[config.mk]
export PLATFORM = sky130hd
export DESIGN_NAME = switch_forward_with_feedback_holdoff
export DESIGN_NICKNAME = d
export VERILOG_FILES = /design/src/design/swfh_pkg.sv /design/src/design/switch_forward_with_feedback_holdoff.sv
export SDC_FILE = /design/constraint.sdc
export NUM_CORES = 2
export LEC_CHECK = 0
export BUFFER_PORTS_ARGS = -buffer_cell sky130_fd_sc_hd__buf_2
export CORE_MARGIN = 2
export CORE_UTILIZATION = 40
export CTS_BUF_LIST = sky130_fd_sc_hd__clkbuf_8
export DETAILED_ROUTE_END_ITERATION = 12
export SYNTH_ARGS = -nofsm -noshare
export SYNTH_HDL_FRONTEND = slang
export SYNTH_SLANG_ARGS = --single-unit
[constraint.sdc]
create_clock -name clk -period 20.9 [get_ports clk]
set_input_delay 6.27 -clock clk [delete_from_list [all_inputs] [get_ports clk]]
set_output_delay 6.27 -clock clk [all_outputs]
set_load 0.05 [all_outputs]
[src/design/swfh_pkg.sv]
// package for the switch forwarding block with feedback holdoff
// table sizes, configuration register codes, state encoding and mac constants
// no dependencies
package swfh_pkg;

	// table sizes
	localparam int ROUTE_ENTRIES   = 256;
	localparam int NUM_PORTS       = 16;
	localparam int HOLDOFF_ENTRIES = 16;

	localparam int ROUTE_AW = (ROUTE_ENTRIES > 1) ? $clog2(ROUTE_ENTRIES) : 1;
	localparam int HO_AW    = (HOLDOFF_ENTRIES > 1) ? $clog2(HOLDOFF_ENTRIES) : 1;

	// field widths
	localparam int MAC_W    = 48;
	localparam int LEN_W    = 16;
	localparam int HOST_W   = 8;
	localparam int PORT_W   = 4;
	localparam int TICK_W   = 32;
	localparam int SWIDX_W  = 8;
	localparam int CFG_W    = 32;
	localparam int CFG_IX_W = 2;

	// configuration register indexes
	localparam logic [CFG_IX_W-1:0] CFG_SWITCH_INDEX    = 2'd0;
	localparam logic [CFG_IX_W-1:0] CFG_FEEDBACK_LENGTH = 2'd1;
	localparam logic [CFG_IX_W-1:0] CFG_HOLDOFF_TICKS   = 2'd2;

	// configuration reset values
	localparam logic [SWIDX_W-1:0] SWITCH_INDEX_RST    = 8'd0;
	localparam logic [LEN_W-1:0]   FEEDBACK_LENGTH_RST = 16'd1600;
	localparam logic [TICK_W-1:0]  HOLDOFF_TICKS_RST   = 32'd20000;

	// action codes
	localparam logic ACT_LOAD   = 1'b0;
	localparam logic ACT_PACKET = 1'b1;

	// rewritten source mac: FF:FF:FF:FF:index:FF
	localparam logic [31:0] FB_MAC_HI = 32'hFFFF_FFFF;
	localparam logic [7:0]  FB_MAC_LO = 8'hFF;

	typedef enum logic [1:0] {
		ST_IDLE,
		ST_LOOKUP,
		ST_DECIDE
	} state_t;

endpackage

[src/design/switch_forward_with_feedback_holdoff.sv]
// switch egress block: route table, feedback source rewrite, per-destination holdoff
// depends on swfh_pkg
// single module, route ports and holdoff times held in synchronous memories

// Usage: a transaction is taken when start is high and busy is low. Its result is
// loaded into the result registers at the end of the decide state and stays for
// exactly one cycle with done high; the receiver cannot hold it off. A new start is
// accepted at the edge that ends that cycle; no item is taken while the last is in
// lookup or decide, due to the read-modify-write of the holdoff time memory: lookup
// searches the destination tags and reads the memories, decide compares the elapsed
// time and writes back, then the result is registered. Load items also produce one
// result, all zero. The route table needs no clearing pass after reset: its valid
// bits are flip-flops cleared at once. Configuration writes on cfg_we are taken at
// any edge and must only happen while the block is idle.
module switch_forward_with_feedback_holdoff
	import swfh_pkg::*;
(
	input  logic                clk,
	input  logic                arst_n,
	// configuration write port
	input  logic                cfg_we,
	input  logic [CFG_IX_W-1:0] cfg_index,
	input  logic [CFG_W-1:0]    cfg_wdata,
	// command side
	input  logic                start,
	output logic                busy,
	input  logic                action,
	input  logic [MAC_W-1:0]    dest_mac,
	input  logic [MAC_W-1:0]    src_mac,
	input  logic [LEN_W-1:0]    pkt_length,
	input  logic [HOST_W-1:0]   host_id,
	input  logic [PORT_W-1:0]   route_port,
	input  logic [TICK_W-1:0]   now_ticks,
	// result side
	output logic                done,
	output logic                forwarded,
	output logic [PORT_W-1:0]   out_port,
	output logic                is_feedback,
	output logic                held_off,
	output logic [MAC_W-1:0]    out_src_mac
);

	// configuration registers
	logic [SWIDX_W-1:0] switch_index_q;
	logic [LEN_W-1:0]   feedback_length_q;
	logic [TICK_W-1:0]  holdoff_ticks_q;

	// control
	state_t state_q, state_d;
	logic   accept;

	// transaction captured at accept
	logic              action_s1;
	logic [MAC_W-1:0]  dest_mac_s1;
	logic [MAC_W-1:0]  src_mac_s1;
	logic [LEN_W-1:0]  pkt_length_s1;
	logic [HOST_W-1:0] host_id_s1;
	logic [PORT_W-1:0] route_port_s1;
	logic [TICK_W-1:0] now_ticks_s1;

	// route table: valid bits in flops, port numbers in a memory
	logic [ROUTE_ENTRIES-1:0] route_vld_q;
	logic [PORT_W-1:0]        route_mem [ROUTE_ENTRIES];
	logic [ROUTE_AW-1:0]      host_idx;
	logic [ROUTE_AW-1:0]      dest_idx;
	logic                     load_ok;
	logic                     route_we;
	logic                     dest_in_range;

	// holdoff table: tags and valid bits in flops, times in a memory
	logic [HOLDOFF_ENTRIES-1:0] ho_vld_q;
	logic [MAC_W-1:0]           ho_mac_q [HOLDOFF_ENTRIES];
	logic [TICK_W-1:0]          ho_time_mem [HOLDOFF_ENTRIES];

	// search results
	logic             hit;
	logic [HO_AW-1:0] hit_idx;
	logic             free_found;
	logic [HO_AW-1:0] free_idx;

	// lookup results, registered from the lookup state
	logic              hit_s2;
	logic [HO_AW-1:0]  hit_idx_s2;
	logic              free_s2;
	logic [HO_AW-1:0]  free_idx_s2;
	logic              route_ok_s2;
	logic [PORT_W-1:0] route_rd_s2;
	logic [TICK_W-1:0] time_rd_s2;

	// decide stage
	logic              fb;
	logic [TICK_W-1:0] elapsed;
	logic              pass;
	logic              time_we;
	logic [HO_AW-1:0]  time_waddr;
	logic              tag_we;
	logic              fwd;

	// result registers
	logic              done_q;
	logic              forwarded_q;
	logic [PORT_W-1:0] out_port_q;
	logic              is_feedback_q;
	logic              held_off_q;
	logic [MAC_W-1:0]  out_src_mac_q;

	// configuration
	always_ff @(posedge clk or negedge arst_n) begin
		if (!arst_n) begin
			switch_index_q    <= SWITCH_INDEX_RST;
			feedback_length_q <= FEEDBACK_LENGTH_RST;
			holdoff_ticks_q   <= HOLDOFF_TICKS_RST;
		end else if (cfg_we) begin
			unique case (cfg_index)
				CFG_SWITCH_INDEX:    switch_index_q    <= cfg_wdata[SWIDX_W-1:0];
				CFG_FEEDBACK_LENGTH: feedback_length_q <= cfg_wdata[LEN_W-1:0];
				CFG_HOLDOFF_TICKS:   holdoff_ticks_q   <= cfg_wdata[TICK_W-1:0];
				default: ; // writes beyond the register list are ignored
			endcase
		end
	end

	// sequencer: idle, lookup (search and memory reads), decide (write-back)
	assign accept = start && (state_q == ST_IDLE);

	always_ff @(posedge clk or negedge arst_n) begin
		if (!arst_n) begin
			state_q <= ST_IDLE;
		end else begin
			state_q <= state_d;
		end
	end

	always_comb begin
		state_d = state_q;
		busy    = 1'b1;
		unique case (state_q)
			ST_IDLE: begin
				busy = 1'b0;
				if (start) begin
					state_d = ST_LOOKUP;
				end
			end
			ST_LOOKUP: state_d = ST_DECIDE;
			ST_DECIDE: state_d = ST_IDLE;
			default:   state_d = ST_IDLE;
		endcase
	end

	// capture the transaction
	always_ff @(posedge clk) begin
		if (accept) begin
			action_s1     <= action;
			dest_mac_s1   <= dest_mac;
			src_mac_s1    <= src_mac;
			pkt_length_s1 <= pkt_length;
			host_id_s1    <= host_id;
			route_port_s1 <= route_port;
			now_ticks_s1  <= now_ticks;
		end
	end

	// route table access in the lookup cycle
	assign host_idx      = host_id_s1[ROUTE_AW-1:0];
	assign dest_idx      = dest_mac_s1[ROUTE_AW-1:0];
	assign dest_in_range = ({1'b0, dest_mac_s1[7:0]} < 9'(ROUTE_ENTRIES));
	// first load for a host wins; out-of-range hosts and ports are dropped
	assign load_ok       = ({1'b0, host_id_s1} < 9'(ROUTE_ENTRIES))
	                    && ({3'b000, route_port_s1} < 7'(NUM_PORTS))
	                    && !route_vld_q[host_idx];
	assign route_we      = (state_q == ST_LOOKUP) && (action_s1 == ACT_LOAD) && load_ok;

	always_ff @(posedge clk or negedge arst_n) begin
		if (!arst_n) begin
			route_vld_q <= '0;
		end else if (route_we) begin
			route_vld_q[host_idx] <= 1'b1;
		end
	end

	always_ff @(posedge clk) begin
		if (route_we) begin
			route_mem[host_idx] <= route_port_s1;
		end
		route_rd_s2 <= route_mem[dest_idx];
	end

	// destination tag search: lowest matching entry and lowest free entry
	always_comb begin
		hit        = 1'b0;
		hit_idx    = '0;
		free_found = 1'b0;
		free_idx   = '0;
		for (int i = 0; i < HOLDOFF_ENTRIES; i++) begin
			if (!hit && ho_vld_q[i] && (ho_mac_q[i] == dest_mac_s1)) begin
				hit     = 1'b1;
				hit_idx = HO_AW'(i);
			end
			if (!free_found && !ho_vld_q[i]) begin
				free_found = 1'b1;
				free_idx   = HO_AW'(i);
			end
		end
	end

	always_ff @(posedge clk) begin
		if (state_q == ST_LOOKUP) begin
			hit_s2      <= hit;
			hit_idx_s2  <= hit_idx;
			free_s2     <= free_found;
			free_idx_s2 <= free_idx;
			route_ok_s2 <= dest_in_range && route_vld_q[dest_idx];
		end
	end

	// decide: holdoff comparison with wrapping difference, then write-back
	assign fb         = (pkt_length_s1 == feedback_length_q);
	assign elapsed    = now_ticks_s1 - time_rd_s2;
	assign pass       = !fb || !hit_s2 || (elapsed > holdoff_ticks_q);
	// a passing recorded destination refreshes its time; a new one takes a free entry if any
	assign tag_we     = (state_q == ST_DECIDE) && (action_s1 == ACT_PACKET) && fb
	                 && !hit_s2 && free_s2;
	assign time_we    = ((state_q == ST_DECIDE) && (action_s1 == ACT_PACKET) && fb
	                 && hit_s2 && pass) || tag_we;
	assign time_waddr = hit_s2 ? hit_idx_s2 : free_idx_s2;
	assign fwd        = (action_s1 == ACT_PACKET) && pass && route_ok_s2;

	always_ff @(posedge clk or negedge arst_n) begin
		if (!arst_n) begin
			ho_vld_q <= '0;
		end else if (tag_we) begin
			ho_vld_q[free_idx_s2] <= 1'b1;
		end
	end

	always_ff @(posedge clk) begin
		if (tag_we) begin
			ho_mac_q[free_idx_s2] <= dest_mac_s1;
		end
	end

	// time memory: read in lookup, written back in decide
	always_ff @(posedge clk) begin
		if (time_we) begin
			ho_time_mem[time_waddr] <= now_ticks_s1;
		end
		time_rd_s2 <= ho_time_mem[hit_idx];
	end

	// result registers
	always_ff @(posedge clk or negedge arst_n) begin
		if (!arst_n) begin
			done_q <= 1'b0;
		end else begin
			done_q <= (state_q == ST_DECIDE);
		end
	end

	always_ff @(posedge clk) begin
		if (state_q == ST_DECIDE) begin
			forwarded_q   <= fwd;
			out_port_q    <= fwd ? route_rd_s2 : '0;
			is_feedback_q <= (action_s1 == ACT_PACKET) && fb;
			held_off_q    <= (action_s1 == ACT_PACKET) && !pass;
			if (action_s1 == ACT_LOAD) begin
				out_src_mac_q <= '0;
			end else if (fb) begin
				out_src_mac_q <= {FB_MAC_HI, switch_index_q, FB_MAC_LO};
			end else begin
				out_src_mac_q <= src_mac_s1;
			end
		end
	end

	assign done        = done_q;
	assign forwarded   = forwarded_q;
	assign out_port    = out_port_q;
	assign is_feedback = is_feedback_q;
	assign held_off    = held_off_q;
	assign out_src_mac = out_src_mac_q;

endmodule
==> metrics.cfg <==
[floorplan]
ioPinCount = 252
die_w_um = 555
core.rowCount = 202
start_util_pct = 40.1
die_h_um = 555
die_area_um2 = 308000
coreArea_um2 = 302000

[route]
routedWlPerCell_um = 27.0
dr.first_iter.drc_count = 6291
wl_met2_mm = 159
ant_nets = 0
drt_wl_total_mm = 325
num_vias = 66700
highest-signal-layer = met5
avgViaCountPerCell = 5.53
drc_errors = 0
m1WireLength_mm = 137
drtPass1Iterations = 5
wl_met3_mm = 19.6

[hold_path]
hold-path-endpoint = out_src_mac[47]
hold_start = src_mac_s1[47]
holdPathStages = 1
hold_class = register to register

[yosys]
yosysUniqueCellTypes = 79
synth_flop_cell = edfxtp_1
synth.cells.most_frequent = edfxtp_1 (2527), mux4_2 (509), xnor2_1 (501)
yosys.area.top_type_share_pct = 62.6
synth-seq-area-share_pct = 70.0
synthTopCellsByArea = edfxtp_1 (63%), mux4_2 (9.5%), dfrtp_1 (6.7%)
yosys.area.top_type = edfxtp_1
ys_async_sr_fraction_pct = 11.4
syn_area_per_cell_um2 = 17.1
yosysWarningCount = 0
synth-edff-count = 2527
yosysMostFrequentCell = edfxtp_1
synth_area_um2 = 121000
netlist_instances = 7101
synth-seq-cells = 2894
synth_fp_nets = 7360

[worst_setup_path]
path_buf_inv = 2
cp.required_ns = 21.56
cp_max_fo = 32
critical_path_class = register to register
r2r-start = now_ticks_s1[0]
crit_slowest_cell = and2_2
crit_arrival_ns = 9.37
cp-end-kind = register
timing.rr.end = ho_time_mem[12][26]
r2r_slack_ns = 12.19
cp-start-kind = register
critPathLaunch = now_ticks_s1[0]
reg2reg_depth = 27
cpLargestDelayFamily = compound AO/OA/AOI/OAI gates
cp_common_cell = o21ai_0
worst_path_largest_cell_delay_ns = 0.96

[clocking]
clk-insertion-delay-late_ns = 1.13
hold_buffers = 0
tritoncts = yes
clockBufferDepth = 4
postCtsSetupBuffers = 0
cts-root-buf = clkbuf_8
htree_num_levels = 5
clk_pin_slew_worst_paths_ns = 0.06
cts_resized = 0
numCtsBuffers = 469
clock_sinks = 2894

[pwr]
p_leak_nw = 46.5
power_frac_seq_pct = 52.9
power_density_nw_per_um2 = 89.7
clkPwrFrac_pct = 39.2
power.internal_w = 0.00927
netSwitchingPower_w = 0.00300
pwr-share-comb_pct = 7.9
power_switching_share_pct = 24.5
irDropWorstVdd_mv = 0.0490

[placement]
io_buffers = 251
place.gp.congestion = 0.896
dpl.hpwl_mm = 201
pre_cts_slack_ns = 11.12

[outcome]
status = finished clean

[sta]
max_freq_ghz = 0.115
max_slew_margin_pct = 14.2
worst_slew_pin_slew_ns = 1.28
timing.hold.ws_ns = 0.438
finalSetupViolations = 0
period_share_pct = 41.7
setup_tns_ns = 0
hold_viol = 0
rsz0062_at_grt = no
setup_slack_ns = 12.19
slew_violations = 0
fin_crit_ns = 8.71
skew_ns = 0.104

[global_routing]
grt_util_all_layers_pct = 20.8
overflow = 0
grt_pass1_vias = 68100
grt_pass1_wl_mm = 472
grt_start_max_net_pins = 174
antenna_found_initial = 19

[flow_run]
drv_cap = 0

[final_layout]
area_delta_synth_final_pct = 12.9
drive_gt1_share_pct = 24.1
nets = 7940

==> final cells by class <==
| class | count | area, µm² |
|---|---|---|
| inverters | 120 | 450 |
| diodes | 6 | 15.0 |
| multi-input cells | 3764 | 34600 |
| flip-flops and latches | 2894 | 84900 |
| well taps | 3978 | 4980 |
| clock inverters | 341 | 1950 |
| fillers | 26100 | 165000 |
| repair buffers | 432 | 2690 |
| clock buffers | 530 | 7290 |
==> per-layer routing <==
metal,GRT usage [%],vias up
li1,-,28800
met1,27.9,34900
met2,34.6,2384
met3,3.08,535
met4,6.98,4
met5,0,-
==> worst max-delay path by stage <==
| stage | endpoint | slack, ns | cells past startpoint |
|---|---|---|---|
| final | ho_time_mem[12][26] | 12.19 | 27 |
| after global placement | route_vld_q[16] | 11.29 | 4 |
| after CTS | route_vld_q[13] | 12.28 | 4 |
| after detailed placement | route_vld_q[16] | 11.12 | 4 |
| after floorplan | action_s1 | 7.44 | 2 |
| after global routing | ho_time_mem[12][15] | 11.63 | 27 |
==> cells in the final DEF (no fill, tap or decap), types with 44 or more instances in the layout <==
| master | instances |
|---|---|
| nand2_1 | 239 |
| inv_1 | 294 |
| xnor2_1 | 501 |
| buf_2 | 250 |
| nor4_1 | 124 |
| or2_2 | 189 |
| nand4_1 | 261 |
| dfrtp_1 | 323 |
| nand3_1 | 64 |
| mux4_2 | 509 |
| clkinv_1 | 73 |
| ha_1 | 63 |
| edfxtp_1 | 2527 |
| nand2b_1 | 165 |
| mux2_2 | 129 |
| nor2b_1 | 44 |
| mux2i_1 | 222 |
| buf_4 | 176 |
| o21a_1 | 50 |
| o21ai_0 | 109 |
| or2_1 | 86 |
| a221o_1 | 58 |
| clkinv_2 | 51 |
| xor2_1 | 226 |
| nor2_1 | 346 |
| nor3_1 | 60 |
| clkbuf_8 | 530 |
==> power groups by stage <==
stage	Combinational (W)	Clock, W	Sequential [W]
finish	0.000973	0.00481	0.00649
global route	0.00103	0.00515	0.00650
CTS	0.000982	0.00492	0.00649
detailed placement	0.000978	0	0.00661
global placement	0.000969	0	0.00661
floorplan	0.000535	0	0.00666
==> metrics by stage <==
stage / util, % / instance area (µm²) / total power (W) / cells
2_1_floorplan: - / 121000 / 0.00719 / 7101
3_3_place_gp: 42.2 / 128000 / 0.00758 / 11200
3_5_place_dp: 42.2 / 128000 / 0.00759 / 11200
4_1_cts: 45.3 / 137000 / 0.0124 / 12100
5_1_grt: 45.3 / 137000 / 0.0127 / 12100
6_report: 45.3 / 137000 / 0.0123 / 12100
==> logic make-up after synthesis <==
logic type	after synthesis	share of synthesized area, %
flip-flops	2894	70.0
AND/OR/NAND/NOR	1736	7.73
multiplexers	860	12.5
XOR/XNOR	727	5.25
buffers and inverters	443	1.65
AO/OA/AOI/OAI	377	2.22
adder cells (fa/ha/maj)	64	0.666
==> registers in the layout, summed over array words and instances (netlist names), 4 cells and up <==
| register | flops |
|---|---|
| ho_mac_q | 768 |
| switch_index_q | 8 |
| time_rd_s2 | 32 |
| host_id_s1 | 8 |
| route_mem | 1024 |
| out_port | 4 |
| route_vld_q | 256 |
| free_idx_s2 | 4 |
| ho_time_mem | 512 |
| out_src_mac | 48 |
| feedback_length_q | 16 |
| holdoff_ticks_q | 32 |
| src_mac_s1 | 48 |
| route_rd_s2 | 4 |
| pkt_length_s1 | 16 |
| now_ticks_s1 | 32 |
| hit_idx_s2 | 4 |
| ho_vld_q | 16 |
| route_port_s1 | 4 |
| dest_mac_s1 | 48 |
Note: power is estimated with default switching activity, not from simulation.
